## src/design/gost_block_cipher_modes_macros.svh

```systemverilog
// Assertion macros shared by the GOST block cipher modes core.
`ifndef GOST_BLOCK_CIPHER_MODES_MACROS_SVH
`define GOST_BLOCK_CIPHER_MODES_MACROS_SVH

// Consequent must hold in the same cycle as the antecedent.
`define GBCM_ASSERT_SAME(label, clk, rst_n, ante, cons) \
    label: assert property (@(posedge clk) disable iff (!rst_n) (ante) |-> (cons)) \
        else $error("gbcm: same-cycle check failed");

// Consequent must hold in the cycle after the antecedent.
`define GBCM_ASSERT_NEXT(label, clk, rst_n, ante, cons) \
    label: assert property (@(posedge clk) disable iff (!rst_n) (ante) |=> (cons)) \
        else $error("gbcm: next-cycle check failed");

`endif

```

## src/design/gbcm_pkg.sv

```systemverilog
`timescale 1ns / 1ps
// Package: S-box, counter gamma constants, register indexes and microcode ROM of the cipher core.
package gbcm_pkg;

    localparam int unsigned BLOCK_W      = 64;
    localparam int unsigned WORD_W       = 32;
    localparam int unsigned ROT_AMOUNT   = 11;
    localparam int unsigned ROUNDS_FULL  = 32;
    localparam int unsigned ROUNDS_SHORT = 8;
    localparam int unsigned RND_W        = $clog2(ROUNDS_FULL);
    localparam int unsigned KEY_WORDS    = 8;
    localparam int unsigned KEY_IDX_W    = $clog2(KEY_WORDS);
    localparam int unsigned CFG_IDX_W    = 3;

    localparam logic [WORD_W-1:0] GAMMA_ADD_LO = 32'h0101_0101;
    localparam logic [WORD_W-1:0] GAMMA_ADD_HI = 32'h0101_0104;
    localparam logic [WORD_W-1:0] GAMMA_WRAP   = 32'hFFFF_FFFF;

    // Configuration register indexes
    localparam logic [CFG_IDX_W-1:0] REG_KEY_01 = 3'd0;
    localparam logic [CFG_IDX_W-1:0] REG_KEY_23 = 3'd1;
    localparam logic [CFG_IDX_W-1:0] REG_KEY_45 = 3'd2;
    localparam logic [CFG_IDX_W-1:0] REG_KEY_67 = 3'd3;
    localparam logic [CFG_IDX_W-1:0] REG_MODE   = 3'd4;
    localparam logic [CFG_IDX_W-1:0] REG_SHORT  = 3'd5;
    localparam logic [CFG_IDX_W-1:0] REG_SYNC   = 3'd6;

    // Cipher modes
    localparam logic [1:0] MODE_PLAIN    = 2'd0;
    localparam logic [1:0] MODE_COUNTER  = 2'd1;
    localparam logic [1:0] MODE_FEEDBACK = 2'd2;

    // SBOX_ROWS[value][column]
    localparam logic [3:0] SBOX_ROWS [16][8] = '{
        '{ 4, 14,  5,  7,  6,  4, 13,  1},
        '{10, 11,  8, 13, 12, 11, 11, 15},
        '{ 9,  4,  1, 10,  7, 10,  4, 13},
        '{ 2, 12, 13,  1,  1,  0,  1,  0},
        '{13,  6, 10,  0,  5,  7,  3,  5},
        '{ 8, 13,  3,  8, 15,  2, 15,  7},
        '{ 0, 15,  4,  9, 13,  1,  5, 10},
        '{14, 10,  2, 15,  8, 13,  9,  4},
        '{ 6,  2, 14, 14,  4,  3,  0,  9},
        '{11,  3, 15,  4, 10,  6, 10,  2},
        '{ 1,  8, 12,  6,  9,  8, 14,  3},
        '{12,  1,  7, 12, 14,  5,  7, 14},
        '{ 7,  0,  6, 11,  0,  9,  6,  6},
        '{15,  7,  0,  2,  3, 12,  8, 11},
        '{ 5,  5,  9,  5, 11, 15,  2,  8},
        '{ 3,  9, 11,  3,  2, 14, 12, 12}
    };

    // Nibble i goes through S-box column i.
    function automatic logic [WORD_W-1:0] substitute(input logic [WORD_W-1:0] x);
        logic [WORD_W-1:0] r;
        r = '0;
        for (int i = 0; i < 8; i++) begin
            r[4*i +: 4] = SBOX_ROWS[x[4*i +: 4]][i];
        end
        return r;
    endfunction

    // Microcode
    localparam int unsigned UPC_W = 3;
    typedef logic [UPC_W-1:0] t_upc;

    typedef enum logic [2:0] {
        UOP_NOP,
        UOP_IDLE,
        UOP_LOAD,
        UOP_GAMMA,
        UOP_ROUND,
        UOP_FINISH
    } t_uop;

    typedef enum logic [2:0] {
        UC_ALWAYS,
        UC_NO_INPUT,
        UC_NOT_GAMMA,
        UC_MORE_ROUNDS,
        UC_OUT_BUSY
    } t_ucond;

    typedef struct packed {
        t_uop   op;
        t_ucond cond;
        t_upc   jt;   // taken when cond holds
        t_upc   jf;   // taken otherwise
    } t_uword;

    localparam t_upc UPC_IDLE   = 3'd0;
    localparam t_upc UPC_LOAD   = 3'd1;
    localparam t_upc UPC_GAMMA  = 3'd2;
    localparam t_upc UPC_ROUND  = 3'd3;
    localparam t_upc UPC_FINISH = 3'd4;

    function automatic t_uword ucode(input t_upc pc);
        t_uword w;
        unique case (pc)
            UPC_IDLE:   w = '{UOP_IDLE,   UC_NO_INPUT,    UPC_IDLE,   UPC_LOAD};
            UPC_LOAD:   w = '{UOP_LOAD,   UC_NOT_GAMMA,   UPC_ROUND,  UPC_GAMMA};
            UPC_GAMMA:  w = '{UOP_GAMMA,  UC_ALWAYS,      UPC_ROUND,  UPC_ROUND};
            UPC_ROUND:  w = '{UOP_ROUND,  UC_MORE_ROUNDS, UPC_ROUND,  UPC_FINISH};
            UPC_FINISH: w = '{UOP_FINISH, UC_OUT_BUSY,    UPC_FINISH, UPC_IDLE};
            default:    w = '{UOP_NOP,    UC_ALWAYS,      UPC_IDLE,   UPC_IDLE};
        endcase
        return w;
    endfunction

endpackage

```

## src/design/gbcm_round.sv

```systemverilog
`timescale 1ns / 1ps
// One Feistel round: key add, S-box substitution, rotate left, XOR, half swap.
module gbcm_round (
    input  logic [gbcm_pkg::BLOCK_W-1:0] i_block,
    input  logic [gbcm_pkg::WORD_W-1:0]  i_key,
    output logic [gbcm_pkg::BLOCK_W-1:0] o_block
);

    logic [gbcm_pkg::WORD_W-1:0] lo;
    logic [gbcm_pkg::WORD_W-1:0] hi;
    logic [gbcm_pkg::WORD_W-1:0] sub;
    logic [gbcm_pkg::WORD_W-1:0] rot;

    assign lo  = i_block[gbcm_pkg::WORD_W-1:0];
    assign hi  = i_block[gbcm_pkg::BLOCK_W-1:gbcm_pkg::WORD_W];
    assign sub = gbcm_pkg::substitute(lo + i_key);
    assign rot = {sub[gbcm_pkg::WORD_W-gbcm_pkg::ROT_AMOUNT-1:0],
                  sub[gbcm_pkg::WORD_W-1:gbcm_pkg::WORD_W-gbcm_pkg::ROT_AMOUNT]};

    // Old low half moves up, round result becomes the new low half.
    assign o_block = {lo, rot ^ hi};

endmodule

```

## src/design/gost_block_cipher_modes.sv

```systemverilog
`timescale 1ns / 1ps
// Top level: GOST 28147-89 cipher core with plain, counter gamma and feedback gamma modes.
//
// Input channel (i_in_valid / o_in_ready) takes one 64-bit item with its encrypt and
// start-of-message flags; output channel (o_out_valid / i_out_ready) returns one
// 64-bit result per item. o_in_ready is high only while the sequencer sits idle.
// Configuration is a plain write port (i_cfg_wr_en, i_cfg_index, i_cfg_data), to be
// used only while no item is in flight. Index 7 is ignored.
// A microcode ROM steps the datapath: load, gamma update (counter mode only), one
// Feistel round per cycle, then a finish step that writes the output register.
// The shared round unit runs 32 rounds with the full key or 8 with the short key, one
// after another, and no new item is taken until the sequencer has returned to idle.
// The output register holds its result while i_out_ready is low; the finish step
// waits until it is free, and no new item is taken meanwhile.
// Reset (synchronous, active low) zeroes keys, sync value and chain, selects
// feedback mode with the full key, and drops any pending result.
`include "gost_block_cipher_modes_macros.svh"
module gost_block_cipher_modes (
    input  logic                                i_clk,
    input  logic                                i_rst_n,
    input  logic                                i_cfg_wr_en,
    input  logic [gbcm_pkg::CFG_IDX_W-1:0]      i_cfg_index,
    input  logic [gbcm_pkg::BLOCK_W-1:0]        i_cfg_data,
    input  logic                                i_in_valid,
    output logic                                o_in_ready,
    input  logic [gbcm_pkg::BLOCK_W-1:0]        i_data_block,
    input  logic                                i_encrypt,
    input  logic                                i_start_of_message,
    output logic                                o_out_valid,
    input  logic                                i_out_ready,
    output logic [gbcm_pkg::BLOCK_W-1:0]        o_result_block
);

    localparam int unsigned W = gbcm_pkg::WORD_W;
    localparam int unsigned B = gbcm_pkg::BLOCK_W;

    // Configuration
    logic [W-1:0] r_key [gbcm_pkg::KEY_WORDS];
    logic [1:0]   r_mode;
    logic         r_short;
    logic [B-1:0] r_sync;

    // Sequencer and datapath
    gbcm_pkg::t_upc           r_pc;
    gbcm_pkg::t_upc           n_pc;
    gbcm_pkg::t_uword         uw;
    logic [gbcm_pkg::RND_W-1:0] r_rnd;
    logic [B-1:0]             r_n;
    logic [B-1:0]             r_data;
    logic                     r_enc;
    logic                     r_dir;
    logic [B-1:0]             r_chain;
    logic [B-1:0]             r_result;
    logic                     r_out_valid;

    logic                     in_acc;
    logic                     out_busy;
    logic                     fin_fire;
    logic                     in_round;
    logic                     at_idle;
    logic                     short_rnd_ok;
    logic                     last_rnd;
    logic                     cond_hit;
    logic [1:0]               phase;
    logic                     fwd;
    logic [gbcm_pkg::KEY_IDX_W-1:0] pos;
    logic [gbcm_pkg::KEY_IDX_W-1:0] key_idx;
    logic [B-1:0]             round_out;
    logic [W-1:0]             g_lo;
    logic [W-1:0]             g_hi_sum;
    logic [W-1:0]             g_hi;
    logic [B-1:0]             enc_out;
    logic [B-1:0]             xored;
    logic [B-1:0]             fin_result;
    logic [B-1:0]             fin_chain;
    logic                     fin_chain_we;

    assign uw         = gbcm_pkg::ucode(r_pc);
    assign o_in_ready = (uw.op == gbcm_pkg::UOP_IDLE);
    assign in_acc     = i_in_valid && o_in_ready;
    assign out_busy   = r_out_valid && !i_out_ready;
    assign fin_fire   = (uw.op == gbcm_pkg::UOP_FINISH) && !out_busy;
    assign in_round   = (uw.op == gbcm_pkg::UOP_ROUND);
    assign at_idle    = (r_pc == gbcm_pkg::UPC_IDLE);
    assign short_rnd_ok   = (r_rnd <= gbcm_pkg::RND_W'(gbcm_pkg::ROUNDS_SHORT - 1));
    assign o_out_valid    = r_out_valid;
    assign o_result_block = r_result;

    assign last_rnd = r_short ? (r_rnd == gbcm_pkg::RND_W'(gbcm_pkg::ROUNDS_SHORT - 1))
                              : (r_rnd == gbcm_pkg::RND_W'(gbcm_pkg::ROUNDS_FULL - 1));

    // Key schedule: four passes, each forward or backward over the key words.
    assign phase = r_short ? r_rnd[2:1] : r_rnd[4:3];
    assign fwd   = r_dir ? (phase != 2'd3) : (phase == 2'd0);
    assign pos   = r_short ? {2'b00, r_rnd[0]} : r_rnd[2:0];
    assign key_idx = fwd ? pos : (r_short ? {2'b00, ~r_rnd[0]} : ~r_rnd[2:0]);

    gbcm_round u_round (
        .i_block (r_n),
        .i_key   (r_key[key_idx]),
        .o_block (round_out)
    );

    // Counter gamma step on the chain
    assign g_lo     = r_chain[W-1:0] + gbcm_pkg::GAMMA_ADD_LO;
    assign g_hi_sum = r_chain[B-1:W] + gbcm_pkg::GAMMA_ADD_HI;
    assign g_hi     = (g_hi_sum == gbcm_pkg::GAMMA_WRAP) ? '0 : g_hi_sum;

    // Final half swap and mode-specific output
    assign enc_out = {r_n[W-1:0], r_n[B-1:W]};
    assign xored   = r_data ^ enc_out;

    always_comb begin
        fin_result   = '0;
        fin_chain    = r_chain;
        fin_chain_we = 1'b0;
        unique case (r_mode)
            gbcm_pkg::MODE_PLAIN: begin
                fin_result = enc_out;
            end
            gbcm_pkg::MODE_COUNTER: begin
                fin_result   = xored;
                fin_chain    = enc_out;
                fin_chain_we = 1'b1;
            end
            gbcm_pkg::MODE_FEEDBACK: begin
                fin_result   = xored;
                fin_chain    = r_enc ? xored : r_data;
                fin_chain_we = 1'b1;
            end
            default: begin
                // unused mode: zero result, chain held
                fin_result = '0;
            end
        endcase
    end

    always_comb begin
        unique case (uw.cond)
            gbcm_pkg::UC_ALWAYS:      cond_hit = 1'b1;
            gbcm_pkg::UC_NO_INPUT:    cond_hit = !i_in_valid;
            gbcm_pkg::UC_NOT_GAMMA:   cond_hit = (r_mode != gbcm_pkg::MODE_COUNTER);
            gbcm_pkg::UC_MORE_ROUNDS: cond_hit = !last_rnd;
            gbcm_pkg::UC_OUT_BUSY:    cond_hit = out_busy;
            default:                  cond_hit = 1'b1;
        endcase
        n_pc = cond_hit ? uw.jt : uw.jf;
    end

    // Control, configuration and chain state
    always_ff @(posedge i_clk) begin
        if (!i_rst_n) begin
            r_pc        <= gbcm_pkg::UPC_IDLE;
            r_rnd       <= '0;
            r_out_valid <= 1'b0;
            r_mode      <= gbcm_pkg::MODE_FEEDBACK;
            r_short     <= 1'b0;
            r_sync      <= '0;
            r_chain     <= '0;
            for (int i = 0; i < gbcm_pkg::KEY_WORDS; i++) begin
                r_key[i] <= '0;
            end
        end else begin
            r_pc <= n_pc;

            if (i_cfg_wr_en) begin
                unique case (i_cfg_index)
                    gbcm_pkg::REG_KEY_01: begin
                        r_key[0] <= i_cfg_data[W-1:0];
                        r_key[1] <= i_cfg_data[B-1:W];
                    end
                    gbcm_pkg::REG_KEY_23: begin
                        r_key[2] <= i_cfg_data[W-1:0];
                        r_key[3] <= i_cfg_data[B-1:W];
                    end
                    gbcm_pkg::REG_KEY_45: begin
                        r_key[4] <= i_cfg_data[W-1:0];
                        r_key[5] <= i_cfg_data[B-1:W];
                    end
                    gbcm_pkg::REG_KEY_67: begin
                        r_key[6] <= i_cfg_data[W-1:0];
                        r_key[7] <= i_cfg_data[B-1:W];
                    end
                    gbcm_pkg::REG_MODE:  r_mode  <= i_cfg_data[1:0];
                    gbcm_pkg::REG_SHORT: r_short <= i_cfg_data[0];
                    gbcm_pkg::REG_SYNC:  r_sync  <= i_cfg_data;
                    default: begin
                        // drop writes beyond the register list
                    end
                endcase
            end

            if (fin_fire) begin
                r_out_valid <= 1'b1;
            end else if (i_out_ready) begin
                r_out_valid <= 1'b0;
            end

            unique case (uw.op)
                gbcm_pkg::UOP_IDLE: begin
                    if (in_acc && i_start_of_message) begin
                        r_chain <= r_sync;
                    end
                end
                gbcm_pkg::UOP_LOAD: begin
                    r_rnd <= '0;
                end
                gbcm_pkg::UOP_ROUND: begin
                    if (!last_rnd) begin
                        r_rnd <= r_rnd + 1'b1;
                    end
                end
                gbcm_pkg::UOP_FINISH: begin
                    if (fin_fire && fin_chain_we) begin
                        r_chain <= fin_chain;
                    end
                end
                default: begin
                    // nothing to do
                end
            endcase
        end
    end

    // Payload registers
    always_ff @(posedge i_clk) begin
        if (in_acc) begin
            r_data <= i_data_block;
            r_enc  <= i_encrypt;
            r_dir  <= (r_mode != gbcm_pkg::MODE_PLAIN) || i_encrypt;
        end
        unique case (uw.op)
            gbcm_pkg::UOP_LOAD: begin
                r_n <= (r_mode == gbcm_pkg::MODE_PLAIN) ? r_data : r_chain;
            end
            gbcm_pkg::UOP_GAMMA: begin
                r_n <= {g_hi, g_lo};
            end
            gbcm_pkg::UOP_ROUND: begin
                r_n <= round_out;
            end
            gbcm_pkg::UOP_FINISH: begin
                if (fin_fire) begin
                    r_result <= fin_result;
                end
            end
            default: begin
                // hold
            end
        endcase
    end

    `GBCM_ASSERT_NEXT(a_accept_loads, i_clk, i_rst_n, in_acc, r_pc == gbcm_pkg::UPC_LOAD)
    `GBCM_ASSERT_SAME(a_short_round_bound, i_clk, i_rst_n, in_round && r_short, short_rnd_ok)
    `GBCM_ASSERT_NEXT(a_finish_emits, i_clk, i_rst_n, fin_fire, r_out_valid && at_idle)

endmodule

```

## config.mk

```make
export PLATFORM = sky130hd
export DESIGN_NAME = gost_block_cipher_modes
export DESIGN_NICKNAME = d
export VERILOG_FILES = /design/src/design/gbcm_pkg.sv /design/src/design/gbcm_round.sv /design/src/design/gost_block_cipher_modes.sv
export VERILOG_INCLUDE_DIRS = /design/src /design/src/design
export SDC_FILE = /design/constraint.sdc
export NUM_CORES = 2
export LEC_CHECK = 0
export BUFFER_PORTS_ARGS = -buffer_cell sky130_fd_sc_hd__buf_2
export CORE_MARGIN = 5
export CORE_UTILIZATION = 35
export DETAILED_ROUTE_END_ITERATION = 8
export PLACE_DENSITY = 0.57
export SLEW_MARGIN = 15
export SYNTH_ARGS = -nofsm -noshare
export SYNTH_HDL_FRONTEND = slang
export SYNTH_SLANG_ARGS = --single-unit
```

## constraint.sdc

```tcl
create_clock -name i_clk -period 8.71 [get_ports i_clk]
set_input_delay 0.871 -clock i_clk [delete_from_list [all_inputs] [get_ports i_clk]]
set_output_delay 0.871 -clock i_clk [all_outputs]
set_load 0.005 [all_outputs]
```

==> impl_metrics.tcl <==
set metrics [dict create \
    grt_start_max_net_pins 99 \
    drtAntennaViolNets 0 \
    clock.fmax_mhz 139 \
    power.density_nw_per_um2 363 \
    critPathKind "reg2reg" \
    fin_crit_sh_pct 82.4 \
    yosys_most_used_dff "sky130_fd_sc_hd__edfxtp_1" \
    worst-slew-pin-transition_ns 1.09 \
    final-max-slew-violation-count 0 \
    final.setup.tns_ns 0 \
    post_synth_xor_area_fraction_pct 3.69 \
    cts_root_buffer "sky130_fd_sc_hd__clkbuf_16" \
    full_die_area_um2 96900 \
    critical_path.max_fanout 34 \
    cts_repair_resize_count 0 \
    synth.mux.area_fraction_pct 8.14 \
    postSynthNetCount 3247 \
    dp_hpwl_mm 75.0 \
    routed_wire_length_per_instance_um 24.7 \
    hold_viol 0 \
    num-nets-final 3345 \
    rows 110 \
    route.detailed.vias_per_inst 5.59 \
    instances_no_fill 4356 \
    route.final.wire_length_mm 108 \
    firstDrtPassIters 6 \
    report.final.setup_viol 0 \
    outcome "finished clean" \
    ys_seq_elements 590 \
    gr-total-overflow 0 \
    grt_pass1_wl_mm 157 \
    cts_made_buffers 68 \
    drcViolationCount 0 \
    timing.hold.ws_ns 0.433 \
    syn_to_final_growth_pct 14.1 \
    boundaryPins 204 \
    finalWeightedCongestion 0.914 \
    yosysWarnings 0 \
    most_common_library_cell_in_the_layout_ignoring_fill_and_taps "sky130_fd_sc_hd__edfxtp_1" \
    tritoncts "built" \
    max_slew_margin_pct 27.6 \
    cts_setup_buffers 0 \
    dieHeight_um 311 \
    leak_pwr_nw 13.6 \
    vias_in_the_first_global_route 23003 \
    critPathRequiredTime_ns 9.03 \
    synthSimpleGateAreaFrac_pct 13.8 \
    vdd_drop_max_uv 164 \
    path_clk_slew_ns 0.07 \
    maxCapViolCount 0 \
    post_synth_instance_area_um2 31800 \
    die_width_um 311 \
    synth_enable_flop_cells 450 \
    port_buffers 203 \
    critical_path.startpoint_type "flip-flop" \
    adder_and_majority_cell_fraction_of_the_synthesized_area_pct 3.41 \
    groute.usage.overall_pct 21.4 \
    clock_tree.buffer_depth 3 \
    cts-htree-levels 3 \
    clock_latency_late_sink_ns 0.62 \
    clock_sink_count 590 \
    post-place-cells 4227 \
    holdCritPathClass "in2reg" \
    synth_compound_gate_area_share_pct 15.7 \
    number_of_distinct_library_cells_after_synthesis 72 \
    synth-async-reset-ratio_pct 0 \
    layout_min_cycle_time_ns 7.18 \
    antenna_found_initial 10 \
    cts_hold_repair.buffers 0 \
    timing.clock.skew_ns 0.0322 \
    critical_path_arrival_ns 7.50 \
    start_util_pct 35.3 \
    layout-drive-gt1-share_pct 15.3 \
    synth_top_family_by_area "compound AO/OA/AOI/OAI gates" \
    final_cell_mix "sky130_fd_sc_hd__edfxtp_1 (450), sky130_fd_sc_hd__nand2_1 (349), sky130_fd_sc_hd__nor2_1 (292)" \
    synth-seq-area-share_pct 51.4 \
    setup_repair_after_global_routing_missed_its_margin "no" \
    placeable_core_region_um2 90000 \
    power_consumption_mw 13.2 \
    syn_area_per_cell_um2 10.5 \
    setup.worst_path.end_class "flip-flop" \
    synthCells 3023 \
    routed-via-count 24329 \
    drt_iter0_markers 2456 \
    n_fill_cell 8776 \
]
worst max-delay path: stages, from the launching register on:
cell and delay [ns]:
sky130_fd_sc_hd__dfxtp_1 0.36, sky130_fd_sc_hd__nor2b_1 0.16, sky130_fd_sc_hd__o211ai_2 0.47, sky130_fd_sc_hd__nand2_1 0.23
sky130_fd_sc_hd__xnor2_2 0.68, sky130_fd_sc_hd__buf_12 0.32, sky130_fd_sc_hd__mux4_2 0.32, sky130_fd_sc_hd__mux2_2 0.29
sky130_fd_sc_hd__ha_1 0.22, sky130_fd_sc_hd__fa_1 0.44, sky130_fd_sc_hd__nand3_1 0.12, sky130_fd_sc_hd__a21oi_1 0.10
sky130_fd_sc_hd__nor2_1 0.24, sky130_fd_sc_hd__o21ai_0 0.24, sky130_fd_sc_hd__a31oi_1 0.37, sky130_fd_sc_hd__nor2_1 0.09
sky130_fd_sc_hd__a311o_1 0.33, sky130_fd_sc_hd__xnor2_1 0.40, sky130_fd_sc_hd__inv_1 0.16, sky130_fd_sc_hd__ha_1 0.41
sky130_fd_sc_hd__and3_1 0.18, sky130_fd_sc_hd__a31o_2 0.21, sky130_fd_sc_hd__a221oi_1 0.28, sky130_fd_sc_hd__xnor2_1 0.15
sky130_fd_sc_hd__o21ai_0 0.11
path summary, 6_finish.rpt:
path / startpoint / endpoint / slack, ns / cells after the start
hold reg to reg: r_sync[42] / r_sync[42] / 0.47 / 2
setup / recovery: r_rnd[2] / r_n[9] / 1.53 / 24
hold / removal: i_data_block[37] / r_data[37] / 0.43 / 1
setup reg to reg: r_rnd[2] / r_n[9] / 1.53 / 24
final cells by class:
| class | count | area [um^2] | share of cell area [%] |
|---|---|---|---|
| inverter | 116 | 435 | 1.20 |
| clock buffer | 92 | 1930 | 5.32 |
| antenna | 4 | 10.0 | 0.0276 |
| tap | 1176 | 1470 | 4.06 |
| multi-input combinational | 2109 | 14300 | 39.6 |
| clock inverter | 33 | 435 | 1.20 |
| sequential | 590 | 16300 | 45.0 |
| timing repair buffer | 236 | 1290 | 3.58 |
metal layers:
metal  share of wire, %  GRT usage (%)  routed length [um]  vias up
met1                 42           28.4               45200    11944
met2                 46           34.4               49600      903
li1                   -              -                   -    11271
met3                6.9           3.94                7470      207
met5              0.025              0                  27        -
met4                5.1           9.58                5500        4
power by group:
group / switching, mW / leakage, nW / internal [mW] / total, mW
sequential: 1.04 / 5.45 / 3.86 / 4.90
combinational: 3.10 / 7.03 / 2.11 / 5.20
clock: 1.21 / 1.14 / 1.83 / 3.05
logic make-up (layout without fill, tap and decap cells):
logic type               after synthesis  in the layout
AO/OA/AOI/OAI                        757            757
XOR/XNOR                             133            133
adder cells (fa/ha/maj)               86             86
buffers and inverters                324            477
flip-flops                           590            590
multiplexers                         165            165
other                                  0              4
AND/OR/NAND/NOR                      968            968
cell usage after synthesis, types with 45 or more instances:
cell | number | share of area [%]
sky130_fd_sc_hd__o211a_1 | 64 | 2.0
sky130_fd_sc_hd__xnor2_1 | 52 | 1.4
sky130_fd_sc_hd__o21ai_0 | 178 | 2.8
sky130_fd_sc_hd__nor2_1 | 295 | 3.5
sky130_fd_sc_hd__mux2i_1 | 57 | 1.8
sky130_fd_sc_hd__inv_1 | 116 | 1.4
sky130_fd_sc_hd__a211oi_1 | 62 | 1.5
sky130_fd_sc_hd__dfxtp_1 | 140 | 8.8
sky130_fd_sc_hd__edfxtp_1 | 450 | 43
sky130_fd_sc_hd__nand3_1 | 116 | 1.8
sky130_fd_sc_hd__nand2_1 | 355 | 4.2
sky130_fd_sc_hd__nand3b_1 | 45 | 1.1
sky130_fd_sc_hd__mux4_2 | 71 | 5.0
sky130_fd_sc_hd__xor2_1 | 80 | 2.2
sky130_fd_sc_hd__nor2b_1 | 57 | 1.1
sky130_fd_sc_hd__a21oi_1 | 219 | 3.5
sky130_fd_sc_hd__a21boi_0 | 67 | 1.6
sky130_fd_sc_hd__ha_1 | 85 | 3.3
sky130_fd_sc_hd__clkbuf_1 | 168 | 2.0
per-stage QoR:
step           utilization [%]  cell area (um^2)  worst slack [ns]
3_3_place_gp              37.6             33900              1.75
3_5_place_dp              37.6             33900              1.64
6_report                  40.2             36200              1.53
4_1_cts                   40.2             36200              1.58
5_1_grt                   40.2             36200              1.05
2_1_floorplan                -             31800              2.48
sequential cells by signal (all words and copies together), names as in the netlist:
name	cells
o_result_block	64
r_dir	1
r_rnd	5
r_short	1
r_n	64
r_pc	3
o_out_valid	1
r_key	256
r_chain	64
r_sync	64
r_enc	1
r_mode	2
r_data	64
No activity file was read; power rests on OpenSTA's default activity.
